--- config.mk ---
export PLATFORM = sky130hd
export DESIGN_NAME = vsrm_run_store
export DESIGN_NICKNAME = d
export VERILOG_FILES = /design/src/sv/vsrm_pkg.sv /design/src/sv/vsrm_run_store.sv
export SDC_FILE = /design/constraint.sdc
export NUM_CORES = 2
export LEC_CHECK = 0
export BUFFER_PORTS_ARGS = -buffer_cell sky130_fd_sc_hd__buf_4
export CAP_MARGIN = 20
export CELL_PAD_IN_SITES_DETAIL_PLACEMENT = 0
export CELL_PAD_IN_SITES_GLOBAL_PLACEMENT = 1
export CORE_MARGIN = 10
export CORE_UTILIZATION = 55
export CTS_CLUSTER_DIAMETER = 80
export DETAILED_ROUTE_END_ITERATION = 10
export PLACE_DENSITY_LB_ADDON = 0.25
export RECOVER_POWER = 50
export SYNTH_ARGS = -nofsm -noshare
export SYNTH_HDL_FRONTEND = slang
export SYNTH_MEMORY_MAX_BITS = 65536
export SYNTH_SLANG_ARGS = --single-unit
export TNS_END_PERCENT = 20
--- constraint.sdc ---
create_clock -name clk -period 11.3 [get_ports clk]
set_input_delay 2.26 -clock clk [delete_from_list [all_inputs] [get_ports clk]]
set_output_delay 2.26 -clock clk [all_outputs]
set_load 0.03 [all_outputs]
--- src/sv/vsrm_pkg.sv ---
// ----------------------------------------------------------------------------
// vsrm_pkg
// shared types and constants for the versioned sorted run merge
// ----------------------------------------------------------------------------
package vsrm_pkg;

  localparam int RUN_CAPACITY_DEF = 32;
  localparam int PAYLOAD_BITS_DEF = 64;

  localparam int KEY_W     = 32;
  localparam int VAL_MAX_W = 64;
  localparam int VER_W     = 32;
  localparam int ST_W      = 3;
  localparam int CNT_W     = 6;
  localparam int MODE_W    = 2;

  localparam int REC_FIX_W = KEY_W + VER_W + ST_W;
  localparam int SUM_W     = 2 * KEY_W + 2 * CNT_W;

  localparam logic [MODE_W-1:0] MODE_LOAD_A = 2'd0;
  localparam logic [MODE_W-1:0] MODE_LOAD_B = 2'd1;
  localparam logic [MODE_W-1:0] MODE_MERGE  = 2'd2;

  localparam logic [ST_W-1:0]  ST_TOMBSTONE = 3'b111;
  localparam logic [KEY_W-1:0] KEY_MAX      = 32'h7FFF_FFFF;
  localparam logic [KEY_W-1:0] KEY_MIN      = 32'h8000_0000;

  typedef struct packed {
    logic [ST_W-1:0]      st;
    logic [VER_W-1:0]     ver;
    logic [VAL_MAX_W-1:0] val;
    logic [KEY_W-1:0]     key;
  } rec_t;

  typedef struct packed {
    logic [CNT_W-1:0] tomb;
    logic [CNT_W-1:0] cnt;
    logic [KEY_W-1:0] mx;
    logic [KEY_W-1:0] mn;
  } stats_t;

  typedef struct packed {
    logic clear;
    logic take;
    logic close;
  } stats_ctrl_t;

  typedef enum logic [2:0] {
    S_IDLE,
    S_FETCH,
    S_PICK,
    S_FLUSH,
    S_EMPTY
  } state_t;

endpackage

--- src/sv/vsrm_run_store.sv ---
// ----------------------------------------------------------------------------
// vsrm_run_store
// one sorted run: record memory with fill count and registered read port
// ----------------------------------------------------------------------------
module vsrm_run_store #(
  parameter int RUN_CAPACITY = vsrm_pkg::RUN_CAPACITY_DEF
) (
  input  logic                              clk,
  input  logic                              rst,
  input  logic                              wr_en,
  input  vsrm_pkg::rec_t                    wr_rec,
  input  logic                              clear,
  input  logic [$clog2(RUN_CAPACITY+1)-1:0] rd_idx,
  output vsrm_pkg::rec_t                    rd_rec,
  output logic [$clog2(RUN_CAPACITY+1)-1:0] count
);

  localparam int CW = $clog2(RUN_CAPACITY + 1);
  localparam int AW = (RUN_CAPACITY > 1) ? $clog2(RUN_CAPACITY) : 1;

  vsrm_pkg::rec_t mem [RUN_CAPACITY];

  logic full;
  assign full = (count == CW'(RUN_CAPACITY));

  always_ff @(posedge clk) begin
    if (rst || clear) begin
      count <= '0;
    end else if (wr_en && !full) begin
      count <= count + CW'(1);
    end
  end

  always_ff @(posedge clk) begin
    if (wr_en && !full) begin
      mem[count[AW-1:0]] <= wr_rec;
    end
    rd_rec <= mem[rd_idx[AW-1:0]];
  end

endmodule

Word-level counts from Yosys, hierarchy flattened --
Memories as Yosys holds them, arrays and structs flattened. A register that Yosys moved wholly into a read port is not among the register bits. Index checks and enable logic that the tools add are counted.
Cells by class: add/sub/neg operators 1, equality and inequality tests 1, mux-type cells 2, reduce and logical (&&, ||, !) cells 3
Operators with widths (number):
- 6-bit by 1-bit adder with 6-bit output (second input constant) | 1
- 6-bit equality test (second input constant) | 1
- 1-bit 2-to-1 mux | 2
- 1-bit logical AND | 1
- 1-bit logical NOT | 1
- 1-bit logical OR | 1
Word-level totals: flip-flop bits (word level) 6, RAM bits 4192, input bits 141, output and inout port bits 137, logic and storage cells 9, memories 1
Memories:
- mem | words 32, bits a word 131, read ports 1, clocked after Yosys merged registers in 1, wr ports 1, line vsrm_run_store.sv:21 | vsrm_pkg::rec_t mem [RUN_CAPACITY];

Depth between registers and ports, before layout --
word-level depth 5, mapped depth 9, depth with buffers taken out 6

Worst setup path after synthesis --
OpenSTA, ideal clock, no wires.
kind input -> register, start input port wr_en, end memory mem[10][0] (netlist bit) (enable), library setup time 0.623 ns, arrival 8.306 ns, data required time 10.677 ns, slack 2.372 ns, stages 4, path buffers 1, cells stage by stage clkbuf_1 nor2b_1 nand2_1 nor2_1
Between the ends: word-level cells in the longest chain between the ends 3
RTL lines:
- start, declared | line vsrm_run_store.sv:10 | input logic wr_en,
- 1-bit logical AND | line vsrm_run_store.sv:35 | if (wr_en && !full) begin
- 1-bit 2-to-1 mux | line vsrm_run_store.sv:35
- 1-bit 2-to-1 mux (not written as such) | line vsrm_run_store.sv:36 | mem[count[AW-1:0]] <= wr_rec;
- end, declared | line vsrm_run_store.sv:21
No other way between the ends.

Worst setup path in the final report --
start input port wr_en, end memory mem[11][117] (netlist bit) (enable)
Same word-level chain as after synthesis.

==> out/results.ini <==
[die]
dieArea_mm2=0.3118
core-area_mm2=0.2884
initial_core_util_pct=55.27
fp.dieH_um=558.4
ios=278
dieWidth_um=558.4
row_count=197

[worst_setup_path]
crit_path_start_kind=input pin
worstPathMaxFanout=87
cp-end-kind=register
crit_type=in2reg
arrival_ns=6.15
crit_required_ns=11.85

[run_status]
violations=max-capacitance violations, max-slew violations
status=finished, violations left

[clocking]
clockRootBuffer=clkbuf_16
numCtsBuffers=424
htree_num_levels=5
clock_latency_ns=0.98
cts_tree=built
numClockSinks=4329
cts_setup_buffers=0
path_clk_slew_ns=0.06
hold_buffers=0
cts_buffer_depth=4
cts_resized=0

[cells_and_area]
layout_common_cells=edfxtp_1 (4192), mux4_2 (984), o22ai_1 (460)
nets=7251
drive_gt1_share_pct=25.73
layout_commonest_cell=edfxtp_1
area_growth_pct=12.75

[routing]
firstDrtPassIters=5
wirelength_um=400500
vias_per_cell=6.671
drt-initial-drc-count=9451
dr_total_vias=75245
wl_per_cell_um=35.51
postRouteAntennaNets=0
drc=0

[power_and_ir_drop]
leakage_nw=55.93
powerDensity_mw_per_mm2=186.6
ir_drop_uv=161.7

[timing]
finalHoldViolCount=0
post-route-min-period_ns=5.606
drv_slew=93
rsz0062_at_grt=false
finalSetupTns_ns=0
clock.fmax_mhz=178.4
setup_viol=0
fin_skew_ns=0.07262
worstMarginPinSlew_ns=2.060
max_slew_margin_pct=-37.30
finalCritPeriodShare_pct=49.61
final.setup.worst_slack_ns=5.694

[global_routing]
grt_max_degree=150
grt_overflow=0
grt_pass1_wl_um=570700
grt_pass1_vias=76808
antenna_found_initial=64
grt.total_usage_pct=25.56

[yosys]
ys_seq_elements=4329
synth_cell_types=38
yosysSeqAreaShare_pct=80.69
netlist_area_mm2=0.1594
syn-instance-count=6639
syn_nets=6784
avgSynthCellArea_um2=24.01
yosysTopAreaCell=edfxtp_1
yosysTopAreaCellShare_pct=78.97
synth_area_leaders=edfxtp_1 (79%), mux4_2 (14%), o22ai_1 (1.8%)
ys_warn_count=0

[placement]
place.gp.congestion=0.7337
port_buffers=276
post-place-ws_ns=5.234
hpwl_um=179900

[worst_hold_path]
hold_path.class=reg2reg

[run]
cap_violations=5

==> worst max-delay path, cell delays in order <==
cell      delay, ns
clkbuf_1       0.34
nor2b_1        0.31
nand2_1        0.11
nor2_1         0.68
clkbuf_1       1.43
buf_12         0.72
==> state kept, by name, summed over array words and instances (netlist names) <==
name and cells:
count 6, rd_rec 131, mem 4192
==> metal layers <==
metal	GRT usage (%)	share of wire, %	wire length (um)	up-vias
li1	-	-	-	29788
met1	36.66	39	155800	40973
met2	41.86	50	198800	3803
met3	4.380	9.0	36210	645
met4	6.046	2.4	9461	36
met5	0	0.062	249	-
==> path summary, 6_finish.rpt <==
kind             from            to  slack [ns]  cells after the start
max reg2reg  count[3]  mem[11][117]        6.70                      4
min reg2reg  count[5]      count[5]        0.54                      2
max             wr_en  mem[11][117]        5.69                      6
min          count[5]      count[5]        0.54                      2
==> cells by family (layout without fill, tap and decap cells) <==
logic type | after synthesis | count (layout) | share of synthesized area (%)
DFF | 4329 | 4329 | 80.69
AOI/OAI and AO/OA | 560 | 560 | 2.250
buffers and inverters | 369 | 1207 | 1.391
xor gates and xnor gates | 4 | 4 | 0.02198
muxes | 1113 | 1113 | 14.71
and+or+nand+nor | 260 | 260 | 0.9042
other | 0 | 21 | 0
adders and majority gates | 4 | 4 | 0.03140
==> cell type report <==
cell class                 count  area [um^2]
sequential                  4329       128600
fill                       19219       108700
multi-input combinational   1941        28770
clock buffer                 610        12060
tap                         3781         4731
timing repair buffer         408         3158
clock inverter               187         2327
antenna                       21        52.55
inverter                       2        7.507
==> Yosys cell counts (all sizes together) <==
master,number
edfxtp,4192
mux4,984
o22ai,460
buf,245
dfxtp,137
mux2i,129
clkbuf,122
nor4,115
a22oi,80
nand3,37
nor2,37
nand2,26
nand4,18
a21oi,17
and2,7
nor2b,6
ha,4
nand2b,4
or2,4
inv,2
or3,2
xnor2,2
xor2,2
and3,1
nand3b,1
nor3,1
nor3b,1
o21ai,1
o311a,1
o31a,1
==> power breakdown <==
part / total, W / internal [W] / switching [W] / leakage [nW]
combinational: 0.00138 / 0.000510 / 0.000866 / 9.99
sequential: 0.0178 / 0.0177 / 0.0000814 / 38.9
clock: 0.0144 / 0.00837 / 0.00599 / 7.02
==> stage by stage <==
step	area, um^2	power, W	utilization (%)	cells	hold WS (ns)
2_1_floorplan	159400	0.01892	-	6639	0.5663
3_3_place_gp	165800	0.01951	57.49	10454	0.5424
3_5_place_dp	165900	0.01954	57.52	10459	0.5198
4_1_cts	180300	0.03374	62.51	11256	0.5322
5_1_grt	179700	0.03444	62.31	11264	0.6173
6_report	179700	0.03353	62.32	11279	0.5420
No activity file was read; power rests on OpenSTA's default activity.
