--- src/sv/vsrm_pkg.sv ---
// ----------------------------------------------------------------------------
// vsrm_pkg
// shared types and constants for the versioned sorted run merge
// ----------------------------------------------------------------------------
package vsrm_pkg;

  localparam int RUN_CAPACITY_DEF = 32;
  localparam int PAYLOAD_BITS_DEF = 64;

  localparam int KEY_W     = 32;
  localparam int VAL_MAX_W = 64;
  localparam int VER_W     = 32;
  localparam int ST_W      = 3;
  localparam int CNT_W     = 6;
  localparam int MODE_W    = 2;

  localparam int REC_FIX_W = KEY_W + VER_W + ST_W;
  localparam int SUM_W     = 2 * KEY_W + 2 * CNT_W;

  localparam logic [MODE_W-1:0] MODE_LOAD_A = 2'd0;
  localparam logic [MODE_W-1:0] MODE_LOAD_B = 2'd1;
  localparam logic [MODE_W-1:0] MODE_MERGE  = 2'd2;

  localparam logic [ST_W-1:0]  ST_TOMBSTONE = 3'b111;
  localparam logic [KEY_W-1:0] KEY_MAX      = 32'h7FFF_FFFF;
  localparam logic [KEY_W-1:0] KEY_MIN      = 32'h8000_0000;

  typedef struct packed {
    logic [ST_W-1:0]      st;
    logic [VER_W-1:0]     ver;
    logic [VAL_MAX_W-1:0] val;
    logic [KEY_W-1:0]     key;
  } rec_t;

  typedef struct packed {
    logic [CNT_W-1:0] tomb;
    logic [CNT_W-1:0] cnt;
    logic [KEY_W-1:0] mx;
    logic [KEY_W-1:0] mn;
  } stats_t;

  typedef struct packed {
    logic clear;
    logic take;
    logic close;
  } stats_ctrl_t;

  typedef enum logic [2:0] {
    S_IDLE,
    S_FETCH,
    S_PICK,
    S_FLUSH,
    S_EMPTY
  } state_t;

endpackage

--- src/sv/vsrm_table_stats.sv ---
// ----------------------------------------------------------------------------
// vsrm_table_stats
// running min, max, count and tombstone count of the table being emitted
// ----------------------------------------------------------------------------
module vsrm_table_stats (
  input  logic                          clk,
  input  logic                          rst,
  input  vsrm_pkg::stats_ctrl_t         ctrl,
  input  logic [vsrm_pkg::KEY_W-1:0]    key,
  input  logic [vsrm_pkg::ST_W-1:0]     st,
  output vsrm_pkg::stats_t              incl
);

  vsrm_pkg::stats_t acc;
  vsrm_pkg::stats_t sentinel;

  always_comb begin
    sentinel.mn   = vsrm_pkg::KEY_MAX;
    sentinel.mx   = vsrm_pkg::KEY_MIN;
    sentinel.cnt  = '0;
    sentinel.tomb = '0;
  end

  // stats with the current item folded in
  always_comb begin
    incl.mn   = ($signed(key) < $signed(acc.mn)) ? key : acc.mn;
    incl.mx   = ($signed(acc.mx) < $signed(key)) ? key : acc.mx;
    incl.cnt  = acc.cnt + vsrm_pkg::CNT_W'(1);
    incl.tomb = acc.tomb + vsrm_pkg::CNT_W'(st == vsrm_pkg::ST_TOMBSTONE);
  end

  always_ff @(posedge clk) begin
    if (rst || ctrl.clear) begin
      acc <= sentinel;
    end else if (ctrl.take) begin
      acc <= ctrl.close ? sentinel : incl;
    end
  end

endmodule

--- config.mk ---
export PLATFORM = sky130hd
export DESIGN_NAME = vsrm_table_stats
export DESIGN_NICKNAME = d
export VERILOG_FILES = /design/src/sv/vsrm_pkg.sv /design/src/sv/vsrm_table_stats.sv
export SDC_FILE = /design/constraint.sdc
export NUM_CORES = 1
export LEC_CHECK = 0
export BUFFER_PORTS_ARGS = -buffer_cell sky130_fd_sc_hd__clkbuf_2
export CORE_MARGIN = 2
export CORE_UTILIZATION = 35
export CTS_CLUSTER_SIZE = 8
export DETAILED_ROUTE_END_ITERATION = 7
export GPL_TIMING_DRIVEN = 0
export SKIP_CTS_REPAIR_TIMING = 1
export SYNTH_ARGS = -nofsm -noshare
export SYNTH_HDL_FRONTEND = slang
export SYNTH_SLANG_ARGS = --single-unit
--- constraint.sdc ---
create_clock -name clk -period 2.9 [get_ports clk]
set_input_delay 0.435 -clock clk [delete_from_list [all_inputs] [get_ports clk]]
set_output_delay 0.435 -clock clk [all_outputs]
set_load 0.05 [all_outputs]
### After elaboration in Yosys (flattened, before gate mapping)

Cells that the tools add are included.

* $add $sub $neg: 2
* $lt $le $gt $ge: 2
* eq/ne operators: 1
* mux-type cells: 3
* reductions and logical operators: 1

Operators by type and width (number)
* 76-bit 2-to-1 mux: 1
* 32-bit < comparator: 2
* 32-bit 2-to-1 mux: 2
* 6-bit by 1-bit adder with 6-bit output: 1
* 6-bit by 1-bit adder with 6-bit output, second input constant: 1
* 3-bit == test, second input constant: 1
* 1-bit logical OR: 1

* register bits after elaboration: 76
* output and inout bits: 76
* word-level logic and storage cells: 13

### Depth between registers and ports, before layout

Gate-level depths: netlist of run 1.

* depth after elaboration: 3
* depth in mapped cells: 12

### Worst setup path after synthesis of run 1

Ideal clock, no wire load.

* path type: input to output
* from: in key[2] (netlist name)
* to: out incl[33] (netlist name)
* arrival: 3.129 ns
* data required time: 2.465 ns
* path slack: -0.664 ns
* cell stages on the path: 11
* cells stage by stage: inv_1 -> ha_1 -> a211oi_1 -> o21ai_1 -> a211oi_2 -> o41ai_2 -> a21oi_4 -> nor2_1 -> buf_4 -> buf_2 -> o21ai_0

RTL lines
* start: declaration: line vsrm_table_stats.sv:9 `input logic [vsrm_pkg::KEY_W-1:0] key,`
* end: declaration: line vsrm_table_stats.sv:11 `output vsrm_pkg::stats_t incl`

==> metrics.txt, run 1 <==
largest net degree at the start of global routing=12; DP Worst Slack=-876 ps; first-pass iteration count of the detailed router=5; Critical Path AT=2900 ps; syn_nets=731; Initial Util=35.7%; area of the core=14500 sq um; max reg flops=76; IO Pins=116; Gate power share=38.2%; Die ar.=15800 sq um; Cell Area, Synth=5170 sq um; met2 WL=8.56 mm; Ys Warns=0; total grt overflow=0; failing checks=setup timing; first-pass GRT wire length=25.0 mm; Hold Startpoint=key[20]; Worst Setup End Kind=output port; max-slew violations=0; relative slew slack=61.1%; post-route clock skew=5.04 ps; RSZ-0062 raised after global routing=yes; area leader, netlist=dfxtp_1; layout cells sized above 1=53.0%; CP Class=reg2out; CP max stage cell=dfxtp_1; initial antenna violation count=0; largest cells by area after synthesis=dfxtp_1 29%, ha_1 16%, mux2i_1 6.2%, a21oi_1 6.0%, o32a_1 6.0%; clk buf depth=2; Yosys reg bits=76; clock network power share=30.6%; outcome=finished with violations; Critical R2R Capture=acc[21]; switching share of power=35.2%; Sequential Power Share=31.3%; Port Buffers=113; clk slew on worst S/H paths=60 ps; clock sink count=76; gr usage total=19.6%; diodes inserted=0; Worst R2R Path Depth=12; DP HPWL=11.9 mm; Critical Path, Cell by Cell=inv_1, ha_1, nand4_1, buf_4, nor4_4, nor2_2, o221a_4, nor2_4, buf_12, clkbuf_16, mux2i_4, buf_6; Final Setup Violations=64; Max Clock Freq=300 MHz; row count=44; Area Growth Syn to Fin=69.0%; vias per inst=5.47; register area share after synthesis=29.4%; WL per Instance=18.0 um; Worst Path Required=2470 ps; sum of buffers and inverters on the critical path=5; net switching power=1210 uW; drt drc=0; crit start category=flop; DR vias=5311; top sig layer=met4; final wirelength=17.4 mm; post-route minimum period=3330 ps; Hold Crit Depth=2; Worst Path Max Fanout=7; Synth top area share=29.4%; Met1 Wirelength=7.68 mm; Pint=2220 uW; NumNets Final=888; Hold WC Path Type=in2reg; DRT antenna net count=0; DR iter-0 viols=241; CTS tree=built; Inserted Clock Buffers=9; Pwr per Cell Area=392 nW/um^2; transition time of the tightest slew-check pin=584 ps; final worst setup slack=-435 ps; worst r2r src=acc[13]; Final period util=115%; Final Total Pwr=3420 uW; Root Driver=clkbuf_16; cell family contributing the most delay on the critical path=buffers and inverters; Post-Syn Instances=626; setup_tns=-20370 ps; WHS=375 ps; largest register by flop count=acc; met3 WL=855 um; number of global-route vias before repair=4980; clock latency on the worst-skew pair=340 ps; CP peak stage delay=340 ps; Peak VDD IR=0.291 mV; Mapped Avg Cell Area=8.26 sq um; Regs by FF count=acc x76; Die Wd=126 um; R2R Setup Slk=200 ps; Worst Hold Path EP=acc[20]; count of different cell masters after synthesis=46; routability cong.=0.851; die span in y=126 um; H-tree level count=3; MaxCap Viol Count=0; Pleak=0.00373 uW; Fin. Hold Viols=0
power by group through the flow:
| stage | registers, uW | logic [uW] | clock network [uW] |
|---|---|---|---|
| finish | 1070 | 1310 | 1050 |
| global route | 1070 | 1370 | 1110 |
| CTS | 1070 | 948 | 1070 |
| detailed placement | 1090 | 944 | 0 |
| global placement | 1090 | 934 | 0 |
| floorplan | 1090 | 721 | 0 |
per-layer routing:
metal,up-vias,track usage (%)
met3,22,3.85
li1,2562,-
met1,2572,25.2
met5,-,0
met4,0,7.52
met2,155,32.5
cells by family after synthesis:
family | Yosys count | synth area share [%]
adder cells (fa/ha/maj) | 65 | 15.7
flip-flops | 76 | 29.4
AO/OA/AOI/OAI | 162 | 20.9
AND/OR/NAND/NOR | 181 | 17.0
XOR/XNOR | 8 | 1.36
buffers and inverters | 100 | 9.02
multiplexers | 34 | 6.63
cells in the final DEF, fill, tap and decap left out, types with 27 or more instances in the layout:
cell / count
dfxtp_1: 46
mux2i_4: 31
nand2_4: 28
or3_1: 31
ha_1: 31
a21oi_1: 53
ha_4: 31
buf_6: 69
dfxtp_2: 28
clkbuf_2: 45
nand2_1: 43
buf_4: 27
inv_2: 32
o32a_1: 31
metrics by stage:
step	instances	utilization [%]	area, sq um
2_1_floorplan	626	-	5770
3_3_place_gp	923	45.3	6560
3_5_place_dp	923	45.3	6560
4_1_cts	938	47.2	6830
5_1_grt	971	60.3	8740
6_report	971	60.3	8740
synthesized netlist by cell type (all sizes together):
cell type,number
a2111oi,2
a211o,1
a211oi,4
a21o,7
a21oi,63
a221oi,1
a31oi,2
and3,3
buf,21
clkbuf,16
dfxtp,76
ha,65
inv,63
mux2,2
mux2i,32
nand2,78
nand2b,9
nand3,8
nand3b,3
nand4,9
nor2,24
nor2b,9
nor3,5
nor4,1
o211ai,2
o21ai,42
o21bai,1
o221a,1
o22a,1
o31a,1
o31ai,1
o32a,31
o32ai,1
o41ai,1
or2,1
or3,31
xnor2,6
xor2,2
layout make-up:
cell class / count / area (sq um)
plain buffers: 37 / 373
clock buffers: 13 / 260
clock inverters: 2 / 10.0
fillers: 1164 / 5740
inverters: 63 / 258
multi-input cells: 451 / 4680
flip-flops and latches: 76 / 1560
well taps: 184 / 230
repair buffers: 145 / 1360
worst max-delay path by stage:
stage	start	to	slack, ps	cells after the start
after floorplan	key[2]	incl[34]	-110	11
after global placement	key[19]	incl[31]	-850	12
after detailed placement	key[17]	incl[31]	-880	12
after CTS	acc[17]	incl[31]	-1100	12
after global routing	acc[27]	incl[14]	-520	12
final	acc[25]	incl[17]	-430	12
(Power assumes the default switching activity.)
==> inputs of run 2 (changes only) <==
==> constraint.sdc (replaced) <==
create_clock -name clk -period 4.12 [get_ports clk]
set_input_delay 0.618 -clock clk [delete_from_list [all_inputs] [get_ports clk]]
set_output_delay 0.618 -clock clk [all_outputs]
set_load 0.05 [all_outputs]
==> metrics.txt, run 2 (synthesized netlist as in run 1, its figures left out) <==
Port Buffers=113 (unchanged); Critical Path AT=3330 ps (was 2900 ps); area of the core=14500 sq um (unchanged); WL per Instance=15.9 um (was 18.0 um); largest register by flop count=acc (unchanged); H-tree level count=3 (unchanged); cell family contributing the most delay on the critical path=compound AO/OA/AOI/OAI gates (was buffers and inverters); Hold WC Path Type=reg2reg (was in2reg); Pleak=0.00307 uW (was 0.00373 uW); first-pass GRT wire length=24.0 mm (was 25.0 mm); RSZ-0062 raised after global routing=no (was yes); Max Clock Freq=253 MHz; Final Setup Violations=0 (was 64); post-layout instance area=6260 sq um (was 8740 sq um); die span in y=126 um (unchanged); gr usage total=19.1% (was 19.6%); crit start category=input port (was flop); CP peak stage delay=350 ps (was 340 ps); DP Worst Slack=32.8 ps (was -876 ps); layout cells sized above 1=20.5% (was 53.0%); setup_tns=0 ps (was -20370 ps); NumNets Final=855 (was 888); clock latency on the worst-skew pair=340 ps (about the same); final wirelength=14.8 mm (was 17.4 mm); routability cong.=0.846 (was 0.851); Inserted Clock Buffers=9 (unchanged); Final Total Pwr=2020 uW (was 3420 uW); clock sink count=76 (unchanged); Initial Util=35.7% (unchanged); transition time of the tightest slew-check pin=666 ps (was 584 ps); drt drc=0 (unchanged); initial antenna violation count=0 (unchanged); max reg flops=76 (unchanged); CP Class=in2out (was reg2out); Final period util=95.9%; Critical Path, Cell by Cell=clkbuf_2, inv_1, ha_1, nand4_1, nor3_4, a31oi_1, o211ai_1, a21oi_4, nor2_1, buf_4, buf_2, o21ai_0, clkbuf_2 (was inv_1, ha_1, nand4_1, buf_4, nor4_4, nor2_2, o221a_4, nor2_4, buf_12, clkbuf_16, mux2i_4, buf_6); first-pass iteration count of the detailed router=6 (was 5); DR vias=4862 (was 5311); most frequent cells in the layout=92 x clkbuf_2, 78 x nand2_1, 76 x dfxtp_1 (was 69 x buf_6, 53 x a21oi_1, 46 x dfxtp_1); total grt overflow=0 (unchanged); Worst Path Max Fanout=10 (was 7); number of fill cells=1501 (was 1164); Fin. Hold Viols=0 (unchanged); IO Pins=116 (unchanged); CTS tree=built (unchanged); sum of buffers and inverters on the critical path=5 (unchanged); placed cell areas=5970 sq um (was 6560 sq um); Root Driver=clkbuf_16 (unchanged); outcome=complete, no violations (was finished with violations); largest net degree at the start of global routing=11 (was 12); DP HPWL=11.3 mm (was 11.9 mm); Worst R2R Path Depth=11 (was 12); row count=44 (unchanged); Worst Path Required=3500 ps (was 2470 ps); CP max stage cell=ha_1 (was dfxtp_1); diodes inserted=0 (unchanged); Regs by FF count=acc x76 (unchanged); Peak VDD IR=0.207 mV (was 0.291 mV); DR iter-0 viols=289 (was 241); relative slew slack=54.5% (was 61.1%); DRT antenna net count=0 (unchanged); Pwr per Cell Area=323 nW/um^2 (was 392 nW/um^2); post-route clock skew=6.79 ps (was 5.04 ps); clk buf depth=2 (unchanged); number of global-route vias before repair=4571 (was 4980); commonest non-fill, non-tap cell in the layout=clkbuf_2 (was buf_6); Critical Path Stages=13 (was 12); vias per inst=5.20 (was 5.47); Die ar.=15800 sq um (unchanged); Die Wd=126 um (unchanged); post-route minimum period=3950 ps; MaxCap Viol Count=0 (unchanged); Hold Crit Depth=1 (was 2); Area Growth Syn to Fin=21.1% (was 69.0%); clk slew on worst S/H paths=50 ps (was 60 ps); final worst setup slack=170 ps (was -435 ps); max-slew violations=0 (unchanged); Worst Setup End Kind=output port (unchanged); most used cell, CP=clkbuf_2
run 2: changes by cell type in the layout (fill, tap and decap cells not counted), sizes merged:
cell and change:
clkbuf +44, buf -77, clkinv -3, nor2 -1, clkinvlp -1, inv +2
run 2: metal layers:
layer / wire length, um / track usage, % / vias up / share of wire, %
met4: 106 / 3.53 / 0 / 0.71
met2: 6830 / 30.6 / 119 / 46
met1: 7090 / 26.0 / 2277 / 48
met3: 815 / 5.05 / 10 / 5.5
li1: - / - / 2456 / -
met5: 0 / 0 / - / 0
run 2: final cells by class:
cell class                 instances  area (sq um)  area share, %
buffer                            37           233           3.72
clock buffer                      12           246           3.94
inverter                          63           236           3.78
multi-input combinational        450          3190           51.0
sequential                        76          1520           24.3
tap                              184           230           3.68
timing repair buffer             113           598           9.55
run 2: final timing paths:
kind | startpoint | endpoint | slack [ps]
worst max-delay path | key[31] | incl[33] | 170
worst min-delay path | acc[9] | acc[9] | 470
worst max register to register | acc[19] | acc[31] | 1280
worst min register to register | acc[9] | acc[9] | 470
run 2: report_power, final:
group | switching (uW) | total (uW) | internal, uW
clock | 293 | 705 | 411
sequential | 6.21 | 751 | 745
combinational | 413 | 568 | 155
total | 713 | 2020 | 1310
run 2: through the flow:
| step | instances | hold WS [ps] | utilization (%) |
|---|---|---|---|
| after CTS | 935 | 473 | 42.9 |
| after detailed placement | 923 | 460 | 41.2 |
| final | 935 | 468 | 43.2 |
| after floorplan | 626 | 442 | - |
| after global routing | 935 | 480 | 43.2 |
| after global placement | 923 | 454 | 41.2 |
==> inputs of run 3 (changes only) <==
--- a/config.mk
+++ b/config.mk
@@ -10,7 +10,6 @@
 export CORE_UTILIZATION = 35
 export CTS_CLUSTER_SIZE = 8
 export DETAILED_ROUTE_END_ITERATION = 7
-export GPL_TIMING_DRIVEN = 0
 export SKIP_CTS_REPAIR_TIMING = 1
 export SYNTH_ARGS = -nofsm -noshare
 export SYNTH_HDL_FRONTEND = slang
==> constraint.sdc (replaced) <==
create_clock -name clk -period 4.16 [get_ports clk]
set_input_delay 0.624 -clock clk [delete_from_list [all_inputs] [get_ports clk]]
set_output_delay 0.624 -clock clk [all_outputs]
set_load 0.05 [all_outputs]
==> metrics.txt, run 3 (synthesized netlist as in run 1, its figures left out) <==
GR met2 Demand/Resource=30.0% (was 30.6%); initial antenna violation count=0 (unchanged); Worst Hold Path EP=acc[14] (was acc[9]); max-slew violations=0 (unchanged); Finished Layout Cells=921 (was 935); Register Area=1520 sq um (unchanged); post-route clock skew=8.18 ps (was 6.79 ps); relative slew slack=20.8% (was 54.5%); CTS tree=built (unchanged); Critical R2R Capture=acc[31] (unchanged); Fin. Hold Viols=0 (unchanged); Peak VDD IR=0.207 mV (about the same); commonest non-fill, non-tap cell in the layout=clkbuf_2 (unchanged); Area Growth Syn to Fin=29.0% (was 21.1%); CP Class=in2out (unchanged); area of the core=14500 sq um (unchanged); Regs by FF count=acc x76 (unchanged); DP HPWL=10.6 mm (was 11.3 mm); gr usage total=18.5% (was 19.1%); total grt overflow=0 (unchanged); first-pass GRT wire length=23.7 mm (was 24.0 mm); Pleak=0.00323 uW (was 0.00307 uW); DR iter-0 viols=308 (was 289); clk buf depth=2 (unchanged); max reg flops=76 (unchanged); Worst R2R Path Depth=11 (unchanged); diodes inserted=0 (unchanged); Worst Path Required=3540 ps (was 3500 ps); Port Buffers=115 (was 113); vias per inst=5.38 (was 5.20); drt drc=0 (unchanged); most used cell, CP=clkbuf_2 (unchanged); final wirelength=14.6 mm (was 14.8 mm); routability cong.=0.823 (was 0.846); H-tree level count=3 (unchanged); Final period util=95.7%; Worst Setup End Kind=output port (unchanged); Final Setup Violations=0 (unchanged); crit start category=input port (unchanged); first-pass iteration count of the detailed router=5 (was 6); Hold WC Path Type=reg2reg (unchanged); clock latency on the worst-skew pair=350 ps (was 340 ps); Critical Path, Cell by Cell=clkbuf_2, ha_1, a21oi_1, o21ai_1, nand2b_1, a31oi_1, a2111oi_1, o221a_2, nor2_4, buf_12, mux2_2, clkbuf_2 (was clkbuf_2, inv_1, ha_1, nand4_1, nor3_4, a31oi_1, o211ai_1, a21oi_4, nor2_1, buf_4, buf_2, o21ai_0, clkbuf_2); WL per Instance=15.8 um (was 15.9 um); largest register by flop count=acc (unchanged); Hold Crit Depth=1 (unchanged); R2R Setup Slk=1010 ps (was 1280 ps); Max Clock Freq=251 MHz; Worst Path Max Fanout=7 (was 10); outcome=complete, no violations (unchanged); die span in y=126 um (unchanged); Critical Path AT=3360 ps (was 3330 ps); CP max stage cell=a2111oi_1 (was ha_1); IO Pins=116 (unchanged); MaxCap Viol Count=0 (unchanged); final worst setup slack=179 ps (was 170 ps); CP Launch Point=key[19] (was key[31]); Hold Startpoint=acc[14] (was acc[9]); worst r2r src=acc[19] (unchanged); most frequent cells in the layout=90 x clkbuf_2, 78 x nand2_1, 76 x dfxtp_1 (was 92 x clkbuf_2, 78 x nand2_1, 76 x dfxtp_1); clock sink count=76 (unchanged); Die Wd=126 um (unchanged); clk slew on worst S/H paths=60 ps (was 50 ps); area of the multi-input gates=3200 sq um (was 3190 sq um); DP Worst Slack=-89.3 ps (was 32.8 ps); GR Util met1=24.5% (was 26.0%); Root Driver=clkbuf_16 (unchanged); number of fill cells=1416 (was 1501); number of global-route vias before repair=4713 (was 4571); DR vias=4952 (was 4862); Die ar.=15800 sq um (unchanged); GR Util met3=3.47% (was 5.05%); transition time of the tightest slew-check pin=1190 ps (was 666 ps); CP peak stage delay=650 ps (was 350 ps); Inserted Clock Buffers=9 (unchanged); DRT antenna net count=0 (unchanged); gr busiest metal=met2 (unchanged); Pwr per Cell Area=339 nW/um^2 (was 323 nW/um^2); post-placement cell count=900 (was 923); post-route minimum period=3980 ps; Initial Util=35.7% (unchanged); NumNets Final=837 (was 855); RSZ-0062 raised after global routing=no (unchanged); largest net degree at the start of global routing=61 (was 11); setup_tns=0 ps (unchanged); row count=44 (unchanged); layout cells sized above 1=21.6% (was 20.5%)
run 3: cell types whose count changed in the layout (fill, tap and decap cells not counted), moves of 3 or more:
cell	delta
buf_2	-14
buf_12	+31
clkbuf_1	-18
buf_6	-9
buf_4	-3
clkbuf_4	-5
run 3: area by class of cell:
type / count / share of cell area (%)
clock buffers: 12 / 4.00
repair buffers: 131 / 17.2
well taps: 184 / 3.45
clock inverters: 4 / 1.05
flip-flops and latches: 76 / 22.8
multi-input cells: 451 / 48.0
inverters: 63 / 3.55
run 3: worst max-delay path by stage:
stage	to	slack, ps
floorplan	incl[33]	220
global placement	incl[18]	-30
detailed placement	incl[10]	-90
CTS	incl[26]	-110
global route	incl[26]	30
finish	incl[0]	180
run 3: power by group:
group          internal, uW  switching [uW]  total (uW)
Clock                   573             320         893
Combinational           215             413         628
Sequential              737            6.16         744
Total                  1520             739        2260
run 3: critical path: cells and delay by family:
family / cells / cell delay (ps)
AND/OR/NAND/NOR: 2 / 200
multiplexers: 1 / 270
adder cells (fa/ha/maj): 1 / 320
AO/OA/AOI/OAI: 5 / 1410
buffers and inverters: 3 / 520
run 3: metrics by stage:
stage	utilization, %	area, sq um	hold slack (ps)	power (uW)
after floorplan	-	5170	442	1160
after global placement	43.4	6280	452	1370
after detailed placement	43.4	6280	459	1380
after CTS	45.7	6620	472	2280
after global routing	46.1	6670	490	2360
final	46.1	6670	470	2260
run 3: per-layer routing:
| layer | wire [um] | vias to the layer above |
|---|---|---|
| li1 | - | 2437 |
| met4 | 238 | 0 |
| met2 | 6810 | 120 |
| met5 | 0 | - |
| met1 | 6770 | 2378 |
| met3 | 756 | 17 |
